===== config.mk =====
export PLATFORM = sky130hd
export DESIGN_NAME = sorted_list_insert_delete
export DESIGN_NICKNAME = d
export VERILOG_FILES = /design/src/hdl/sli_pkg.sv /design/src/hdl/sli_cell.sv /design/src/hdl/sorted_list_insert_delete.sv
export VERILOG_INCLUDE_DIRS = /design/src /design/src/hdl
export SDC_FILE = /design/constraint.sdc
export NUM_CORES = 2
export LEC_CHECK = 0
export ABC_AREA = 0
export BUFFER_PORTS_ARGS = -buffer_cell sky130_fd_sc_hd__buf_2
export CORE_UTILIZATION = 58
export CTS_BUF_LIST = sky130_fd_sc_hd__clkbuf_16
export DETAILED_ROUTE_END_ITERATION = 10
export GPL_TIMING_DRIVEN = 0
export PLACE_DENSITY = 0.75
export SLEW_MARGIN = 20
export SYNTH_ARGS = -nofsm -noshare
export SYNTH_HDL_FRONTEND = slang
export SYNTH_SLANG_ARGS = --single-unit

===== constraint.sdc =====
create_clock -name aclk -period 4.42 [get_ports aclk]
set_input_delay 0.221 -clock aclk [delete_from_list [all_inputs] [get_ports aclk]]
set_output_delay 0.221 -clock aclk [all_outputs]
set_load 0.01 [all_outputs]

===== src/hdl/assert_macros.svh =====
// Assertion macros shared by the RTL of the sorted list block.
// Depends on nothing; the including module must have aclk and aresetn.
`ifndef ASSERT_MACROS_SVH
`define ASSERT_MACROS_SVH

// Checks that a condition holds at every clock edge outside reset.
`define SLI_ASSERT_ALWAYS(label, cond, msg) \
    label: assert property (@(posedge aclk) disable iff (!aresetn) (cond)) \
        else $error(msg);

// Checks that a trigger implies a consequence in the same cycle.
`define SLI_ASSERT_IMPLIES(label, trig, cons, msg) \
    label: assert property (@(posedge aclk) disable iff (!aresetn) (trig) |-> (cons)) \
        else $error(msg);

`endif


===== src/hdl/sli_pkg.sv =====
// Package of the sorted list block: default sizes, codes and the cell control struct.
// Used by sli_cell and sorted_list_insert_delete; depends on nothing.
package sli_pkg;

    localparam int DEF_CAPACITY    = 16;
    localparam int DEF_VALUE_WIDTH = 32;

    localparam int IN_VALUE_WIDTH  = 32;
    localparam int STATUS_WIDTH    = 2;
    localparam int COUNT_WIDTH     = 5;
    localparam int SMALLEST_WIDTH  = 32;
    localparam int RESULT_WIDTH    = STATUS_WIDTH + COUNT_WIDTH + SMALLEST_WIDTH + 1;

    typedef enum logic {
        KIND_INSERT = 1'b0,
        KIND_DELETE = 1'b1
    } kind_t;

    typedef enum logic [STATUS_WIDTH-1:0] {
        STATUS_DONE      = 2'd0,
        STATUS_NOT_FOUND = 2'd1,
        STATUS_FULL      = 2'd2
    } status_t;

    // Command broadcast to every cell in the update cycle.
    typedef struct packed {
        logic apply;   // cells change their contents this cycle
        logic insert;  // 1: make room and place the value, 0: close the gap
    } sli_ctl_t;

endpackage


===== src/hdl/sli_cell.sv =====
// One cell of the sorted list: a stored value, its valid bit and its compare flags.
// Depends on sli_pkg for the control struct and the default value width.
module sli_cell #(
    parameter int VALUE_WIDTH = sli_pkg::DEF_VALUE_WIDTH
) (
    input  logic                   aclk,
    input  logic                   aresetn,
    input  logic                   cmp_en,
    input  logic [VALUE_WIDTH-1:0] cmp_value,
    input  sli_pkg::sli_ctl_t      ctl,
    input  logic [VALUE_WIDTH-1:0] new_value,
    input  logic                   left_lt,
    input  logic [VALUE_WIDTH-1:0] left_value,
    input  logic                   left_valid,
    input  logic [VALUE_WIDTH-1:0] right_value,
    input  logic                   right_valid,
    output logic [VALUE_WIDTH-1:0] value,
    output logic                   valid,
    output logic                   lt,
    output logic                   hit
);

    logic [VALUE_WIDTH-1:0] value_reg, value_next;
    logic                   valid_reg, valid_next;
    logic                   lt_reg;
    logic                   eq_reg;

    // Entries below the operation point keep their place; the rest move.
    always_comb begin
        value_next = value_reg;
        valid_next = valid_reg;
        if (ctl.apply && !lt_reg) begin
            if (ctl.insert) begin
                if (left_lt) begin
                    value_next = new_value;
                    valid_next = 1'b1;
                end else begin
                    value_next = left_value;
                    valid_next = left_valid;
                end
            end else begin
                value_next = right_value;
                valid_next = right_valid;
            end
        end
    end

    always_ff @(posedge aclk) begin
        value_reg <= value_next;
        if (!aresetn) begin
            valid_reg <= 1'b0;
            lt_reg    <= 1'b0;
            eq_reg    <= 1'b0;
        end else begin
            valid_reg <= valid_next;
            if (cmp_en) begin
                lt_reg <= valid_reg && ($signed(value_reg) < $signed(cmp_value));
                eq_reg <= valid_reg && (value_reg == cmp_value);
            end
        end
    end

    assign value = value_reg;
    assign valid = valid_reg;
    assign lt    = lt_reg;
    // The first entry not below the value is the one a delete removes.
    assign hit   = eq_reg && left_lt;

endmodule


===== src/hdl/sorted_list_insert_delete.sv =====
// Top level of the sorted list: handshake, operation control and a row of sli_cell.
// Depends on sli_pkg, sli_cell and assert_macros.svh.
//
//  channel  | ports           | tdata (low bit up)                       | tuser
//  ---------+-----------------+------------------------------------------+-------
//  input    | s_tvalid/tready | value[31:0]                              | kind
//  result   | m_tvalid/tready | status[1:0] entry_count[6:2]             | -
//           |                 | smallest[38:7] is_empty[39]              |
//
// At acceptance of an item every cell registers whether its entry is below and equal to
// the item's value; in the APPLY state that follows, once the result register is free, the cells
// from the operation point onward shift by one place (right for an insert, left for a delete)
// and the result item is registered. The compare flags are held in a register in every cell.
// Reset clears the count, all valid bits and the result valid flag; no clearing pass.
// A stalled result holds the update until the result register is free; no new item
// is accepted while an update is pending.

`include "assert_macros.svh"

module sorted_list_insert_delete #(
    parameter int CAPACITY    = sli_pkg::DEF_CAPACITY,
    parameter int VALUE_WIDTH = sli_pkg::DEF_VALUE_WIDTH
) (
    input  logic                              aclk,
    input  logic                              aresetn,
    input  logic                              s_tvalid,
    output logic                              s_tready,
    input  logic [sli_pkg::IN_VALUE_WIDTH-1:0] s_tdata,   // value
    input  logic                              s_tuser,   // kind
    output logic                              m_tvalid,
    input  logic                              m_tready,
    output logic [sli_pkg::RESULT_WIDTH-1:0]  m_tdata    // status, entry_count, smallest,
                                                         // is_empty
);

    localparam int CW     = $clog2(CAPACITY + 1);
    localparam int CW_EXT = (CW > sli_pkg::COUNT_WIDTH) ? CW : sli_pkg::COUNT_WIDTH;

    typedef enum logic {
        ST_IDLE,
        ST_APPLY
    } state_t;

    state_t                 state_reg;
    logic                   kind_reg;
    logic [VALUE_WIDTH-1:0] op_value_reg;
    logic [CW-1:0]          count_reg;
    logic                   m_tvalid_reg;
    logic [sli_pkg::RESULT_WIDTH-1:0] m_tdata_reg;

    logic [VALUE_WIDTH-1:0] in_value;
    logic                   s_accept;
    logic                   out_free;
    logic                   full;
    logic                   found;
    logic                   do_update;
    sli_pkg::sli_ctl_t      ctl;

    logic [VALUE_WIDTH-1:0] cell_value [CAPACITY];
    logic [CAPACITY-1:0]    cell_valid;
    logic [CAPACITY-1:0]    cell_lt;
    logic [CAPACITY-1:0]    cell_hit;

    logic [CW-1:0]          count_next;
    logic [VALUE_WIDTH-1:0] head_next;
    logic [63:0]            head_ext;
    logic [CW_EXT-1:0]      count_ext;
    sli_pkg::status_t       status;
    logic                   empty_next;
    logic [sli_pkg::SMALLEST_WIDTH-1:0] smallest_next;

    // The 32-bit field wraps into the stored width with sign extension.
    logic [63:0] in_ext;
    assign in_ext   = 64'(signed'(s_tdata));
    assign in_value = in_ext[VALUE_WIDTH-1:0];

    assign s_tready = (state_reg == ST_IDLE);
    assign s_accept = s_tvalid && s_tready;
    assign out_free = !m_tvalid_reg || m_tready;
    assign full     = (count_reg == CW'(CAPACITY));
    assign found    = |cell_hit;

    // An insert into a full row and a delete that misses leave the cells alone.
    always_comb begin
        do_update  = (state_reg == ST_APPLY) && out_free;
        ctl.insert = (kind_reg == sli_pkg::KIND_INSERT);
        ctl.apply  = do_update && (ctl.insert ? !full : found);
    end

    genvar gi;
    generate
        for (gi = 0; gi < CAPACITY; gi++) begin : g_cell
            logic                   l_lt;
            logic [VALUE_WIDTH-1:0] l_value;
            logic                   l_valid;
            logic [VALUE_WIDTH-1:0] r_value;
            logic                   r_valid;

            if (gi == 0) begin : g_head
                // The head has an imaginary smaller neighbor, so it takes the new value.
                assign l_lt    = 1'b1;
                assign l_value = '0;
                assign l_valid = 1'b0;
            end else begin : g_body
                assign l_lt    = cell_lt[gi-1];
                assign l_value = cell_value[gi-1];
                assign l_valid = cell_valid[gi-1];
            end

            if (gi == CAPACITY - 1) begin : g_tail
                assign r_value = '0;
                assign r_valid = 1'b0;
            end else begin : g_inner
                assign r_value = cell_value[gi+1];
                assign r_valid = cell_valid[gi+1];
            end

            sli_cell #(
                .VALUE_WIDTH (VALUE_WIDTH)
            ) u_cell (
                .aclk        (aclk),
                .aresetn     (aresetn),
                .cmp_en      (s_accept),
                .cmp_value   (in_value),
                .ctl         (ctl),
                .new_value   (op_value_reg),
                .left_lt     (l_lt),
                .left_value  (l_value),
                .left_valid  (l_valid),
                .right_value (r_value),
                .right_valid (r_valid),
                .value       (cell_value[gi]),
                .valid       (cell_valid[gi]),
                .lt          (cell_lt[gi]),
                .hit         (cell_hit[gi])
            );
        end
    endgenerate

    // Result of the pending operation, worked out from the flags and the current head.
    always_comb begin
        count_next = count_reg;
        head_next  = cell_value[0];
        status     = sli_pkg::STATUS_DONE;
        if (ctl.insert) begin
            if (full) begin
                status = sli_pkg::STATUS_FULL;
            end else begin
                count_next = count_reg + CW'(1);
                head_next  = cell_lt[0] ? cell_value[0] : op_value_reg;
            end
        end else begin
            if (!found) begin
                status = sli_pkg::STATUS_NOT_FOUND;
            end else begin
                count_next = count_reg - CW'(1);
                head_next  = cell_lt[0] ? cell_value[0] : cell_value[1];
            end
        end
        empty_next    = (count_next == '0);
        head_ext      = 64'(signed'(head_next));
        smallest_next = empty_next ? '0 : head_ext[sli_pkg::SMALLEST_WIDTH-1:0];
        count_ext     = CW_EXT'(count_next);
    end

    always_ff @(posedge aclk) begin
        if (s_accept) begin
            kind_reg     <= s_tuser;
            op_value_reg <= in_value;
        end
        if (do_update) begin
            m_tdata_reg <= {empty_next, smallest_next,
                            count_ext[sli_pkg::COUNT_WIDTH-1:0], status};
        end
        if (!aresetn) begin
            state_reg    <= ST_IDLE;
            count_reg    <= '0;
            m_tvalid_reg <= 1'b0;
        end else begin
            unique case (state_reg)
                ST_IDLE: begin
                    if (s_accept) begin
                        state_reg <= ST_APPLY;
                    end
                end
                ST_APPLY: begin
                    if (out_free) begin
                        state_reg <= ST_IDLE;
                    end
                end
                default: begin
                    state_reg <= ST_IDLE;
                end
            endcase
            if (do_update) begin
                count_reg    <= count_next;
                m_tvalid_reg <= 1'b1;
            end else if (m_tready) begin
                m_tvalid_reg <= 1'b0;
            end
        end
    end

    assign m_tvalid = m_tvalid_reg;
    assign m_tdata  = m_tdata_reg;

    // The valid bits in the row always agree with the count.
    `SLI_ASSERT_ALWAYS(a_count_matches_cells, ($countones(cell_valid) == 32'(count_reg)),
        "valid cells disagree with the stored count")
    // The below-value flags form a prefix of the row.
    `SLI_ASSERT_IMPLIES(a_lt_prefix, (state_reg == ST_APPLY),
        (((cell_lt + CAPACITY'(1)) & cell_lt) == '0),
        "compare flags are not a prefix of the row")
    // At most one cell claims the copy a delete removes.
    `SLI_ASSERT_IMPLIES(a_single_hit, (state_reg == ST_APPLY), $onehot0(cell_hit),
        "more than one cell matched a delete")
    // A new result only appears after an update cycle.
    `SLI_ASSERT_IMPLIES(a_result_after_update, $rose(m_tvalid_reg),
        ($past(state_reg) == ST_APPLY), "result raised without an update")

endmodule

* Word level (Yosys, flattened, before mapping) *
Index checks and enable logic that the tools add are counted.
W data, S select, Z words.

word-level totals
  register bits = 640
  latch bits = 0
  bits in writable memories = 0
  bits in read-only memories = 0
  input bits = 37
  output and inout port bits = 42
  logic and storage cells = 273
  memories kept = 0

cells by class
  $add $sub $neg = 2
  $mul = 0
  divide/modulo/power cells = 0
  magnitude comparators = 16
  eq/ne operators = 17
  shift-type cells = 0
  multiplexer cells = 78
  bitwise logic cells = 1
  reduce and logical (&&, ||, !) cells = 88

operators by type and width
  cell                   count
  $mux W32               35
  $eq A32 B32 Y1         16
  $lt A32 B32 Y1         16
  $logic_and A1 B1 Y1    66
  $mux W1                37
  $logic_not A1 Y1       18
  $reduce_or A16 Y1      1
  $mux W5                3
  $add A5 B1 Y5 const B  1
  $eq A5 B5 Y1 const B   1
  $logic_not A5 Y1       1
  $sub A5 B1 Y5 const B  1
  $mux W2                2
  $pmux W1 S2            1
  $reduce_bool A2 Y1     1
  $logic_or A1 B1 Y1     1
  $not A1 Y1             1

* Depth between registers and ports, before layout *
  word-level depth = 5
  gate-level depth with buffers = 10
  depth with buffers taken out = 8

* Cells and area by module *
Synthesis repeated with hierarchy kept, for this count alone.

unflattened totals
  cells, all modules = 4670
  area, all modules = 45063.2 µm²

modules (own cells, without submodules)
  module                     instances  cells an instance  area each (µm²)
  sli_cell                   16         273                2561.2
  sorted_list_insert_delete  1          302                4083.9

* Least setup slack after synthesis *
Ideal clock, no wire load.

  path type = reg-to-reg
  start point = register count_reg[0]
  end point = register g_cell[15].u_cell.valid_reg
  setup time = 0.128 ns
  arrival = 4.314 ns
  data required time = 4.292 ns
  path slack = -0.022 ns
  stages on the path, launching flop included = 11
  period minus slack after synthesis = 4.442 ns
  cell sequence = dfxtp_1 > clkbuf_1 > inv_1 > ha_1 > and4bb_2 > nand2_1 > o41ai_2 > clkbuf_1 > nor3_1 > mux2i_1 > nor2_1

between the ends
  word-level cells in the longest chain between the ends = 5

RTL lines
  what                    line                              RTL
  start, declared         sorted_list_insert_delete.sv:47   logic [CW-1:0] count_reg;
  start signal, assigned  sorted_list_insert_delete.sv:196  count_reg <= count_next;
  $eq A5 B5 Y1            sorted_list_insert_delete.sv:80   assign full = (count_reg == CW'(CAPACITY));
  $logic_not A1 Y1        sorted_list_insert_delete.sv:87   ctl.apply = do_update && (ctl.insert ? !full : found);
  $mux W1                 sorted_list_insert_delete.sv:87
  $logic_and A1 B1 Y1     sorted_list_insert_delete.sv:87
  $logic_and A1 B1 Y1     sli_cell.sv:32                    if (ctl.apply && !lt_reg) begin
  end signal, assigned    sli_cell.sv:55                    valid_reg <= valid_next;
  end, declared           sli_cell.sv:24                    logic valid_reg, valid_next;

No other way between the ends.
A chain may end at the register's enable or synchronous reset.

* Worst setup path in the final report *
  start point = register kind_reg
  end point = register g_cell[15].u_cell.value_reg[6], data pin

RTL lines
  what                    line                              RTL
  start, declared         sorted_list_insert_delete.sv:45   logic kind_reg;
  start signal, assigned  sorted_list_insert_delete.sv:168  kind_reg <= s_tuser;
  end signal, assigned    sli_cell.sv:49                    value_reg <= value_next;
  end, declared           sli_cell.sv:23                    logic [VALUE_WIDTH-1:0] value_reg, value_next;

No word-level cell between the ends.

==> reports/qor.yml <==
status: "complete, but fails checks"
failed_checks: "DRC"
crit_fanout: 11
chipHeight_um: 273.8
synth_top_area_share_pct: 41.00
final_hold_viol_count: 0
dieArea_um2: 74970
first_pass_iters: 11
ys_warn_count: 0
area_growth_pct: 11.17
die_w_um: 273.8
synth_edf_count: 585
yosys-top-cells-area: "edfxtp_1 (41%), ha_1 (15%), mux2i_1 (12%), o21ai_0 (6.1%), nand2_1 (5.1%)"
cts_buffers: 74
vias: 34490
io_buffers: 78
clock_latency_ns: 0.64
setup_viol: 0
antenna_found_initial: 2
largest_reg_flops: 512
worst_pin_slew_ns: 1.051
synthCells: 4098
start_kind: "flip-flop"
min_path_type: "in -> reg"
synthMostInstantiatedCell: "edfxtp_1"
cap_viol_max_count: 0
synth-seq-cells: 640
path_clk_slew_ns: 0.06
gp_congestion: 0.9905
netlist_area_um2: 42850
fmax_ghz: 0.2390
drive_gt1_share_pct: 7.911
finalCriticalPeriod_ns: 4.183
grtUsageTotal_pct: 33.60
drc_errors: 16
path_class: "reg -> reg"
pre_cts_ws_ns: 0.5095
core_area_um2: 73080
grt_pass1_wl_mm: 191.9
cts_resized: 0
grt_max_degree: 46
cts.sinks: 640
clock_skew_ns: 0.01922
drv_slew: 0
whs_path_depth: 1
rows: 99
avgSynthCellArea_um2: 10.46
vias_per_cell: 6.436
reg2reg_depth: 6
finalSetupTns_ns: 0
fin_crit_sh_pct: 94.64
ctsHoldBuffers: 35
setup_ws_ns: 0.2367
wl_per_cell_um: 23.96
synthTopCellsByCount: "edfxtp_1 (585), nand2_1 (584), mux2i_1 (527), o21ai_0 (526), ha_1 (514)"
rsz0062_at_grt: "false"
seq_area_frac_synth_pct: 43.57
post-cts-setup-buffers: 0
clock-root-buffer: "clkbuf_16"
power.total_mw: 15.19
filler_cell_count: 5861
drt-total-wl_mm: 128.4
slew_headroom_pct: 29.31
dpl.hpwl_mm: 103.2
ir_drop_v: 0.0003151
clockBufferDepth: 3
drt_iter0_drc: 4230
final_antenna_net_count: 0
critPathCaptureType: "flip-flop"
async_flop_share_pct: 0
synth_cell_types: 65
worstPathArrival_ns: 4.54
io_pins: 79
synth_flop_cell: "edfxtp_1"
start_util_pct: 58.63
required_ns: 4.78
p_leak_nw: 17.89
cts_tree: "done"
fin_nets: 4890
syn-num-nets: 4649
grt_pass1_vias: 33110
yosysTopAreaCell: "edfxtp_1"
htree_levels: 3
gr-total-overflow: 0
p_per_area_nw_per_um2: 318.9
-- stage by stage --
| stage | hold slack, ns | utilization, % | instances | area (µm²) |
|---|---|---|---|---|
| after global placement | 0.4041 | 60.81 | 5135 | 44440 |
| final | 0.1418 | 65.18 | 5359 | 47640 |
| after detailed placement | 0.4035 | 61.60 | 5186 | 45020 |
| after CTS | 0.09752 | 65.17 | 5357 | 47630 |
| after floorplan | 0.3199 | - | 4098 | 42850 |
| after global routing | 0.1189 | 65.18 | 5359 | 47640 |
-- worst max-delay path, stage by stage (launching register included) --
cell      delay (ns)
edfxtp_1        0.35
clkbuf_1        0.45
clkbuf_1        0.84
clkbuf_1        0.82
clkbuf_1        0.85
clkbuf_1        0.48
nor2_1          0.11
-- report_power, final --
group,switching [mW],total (mW),internal (mW)
combinational,1.43,2.18,0.751
sequential,0.185,7.13,6.94
clock,2.59,5.88,3.29
total,4.20,15.2,11.0
-- cell families after synthesis --
family,count (synthesis),share of synthesized area [%]
AOI/OAI and AO/OA,949,13.18
buffers and inverters,355,3.303
DFF,640,43.57
adders and majority gates,514,15.01
muxes,590,13.97
and+or+nand+nor,1048,10.93
xor gates and xnor gates,2,0.04089
-- cell type report --
type | count | area [µm²] | share of cell area, %
diodes | 1 | 2.502 | 0.005253
plain buffers | 274 | 1115 | 2.340
clock buffers | 78 | 1952 | 4.097
repair buffers | 165 | 1231 | 2.585
multi-input cells | 3103 | 22860 | 47.98
clock inverters | 58 | 306.5 | 0.6435
well taps | 959 | 1200 | 2.519
flip-flops and latches | 640 | 18670 | 39.19
inverters | 81 | 305.3 | 0.6409
-- routing by layer --
metal / vias up / global-route usage (%) / part of all wire, %
met2: 1817 / 54.31 / 46
met1: 16360 / 44.25 / 40
li1: 15980 / - / -
met5: - / 0 / 0.012
met4: 2 / 14.78 / 4.5
met3: 340 / 5.789 / 9.4
-- path summary, 6_finish.rpt --
path                           startpoint                          to  slack (ns)
hold reg to reg   g_cell[1].u_cell.eq_reg     g_cell[1].u_cell.eq_reg        0.47
setup / recovery                 kind_reg  g_cell[15].u_cell.value[6]        0.24
setup reg to reg                 kind_reg  g_cell[15].u_cell.value[6]        0.24
hold / removal                 s_tdata[0]             op_value_reg[0]        0.14
-- layout by cell type, fill, tap and decap left out, drive strengths merged, types with 7 or more instances in the layout --
cell         netlist  routed
a221oi            57      57
o21ai            526     526
nand2            586     586
and4              12      12
nor2             139     139
nand4b             8       8
nand3             86      86
buf               76     206
a22oi              8       8
nor2b             10      10
nor3              39      39
o311ai             8       8
nand4             95      95
a32oi             11      11
a221o             17      17
ha               514     514
clkbuf           198     276
clkinv             3      34
edfxtp           585     585
o31ai              7       7
a21o              67      67
o211ai            12      12
dlygate4sd3        0      35
dfxtp             55      55
nor4              27      27
a21boi             9       9
inv               78     102
mux2i            527     527
a21oi            179     179
mux2              63      63
a211oi             7       7
nand2b            13      13
and2              14      14
(Power assumes the default switching activity.)
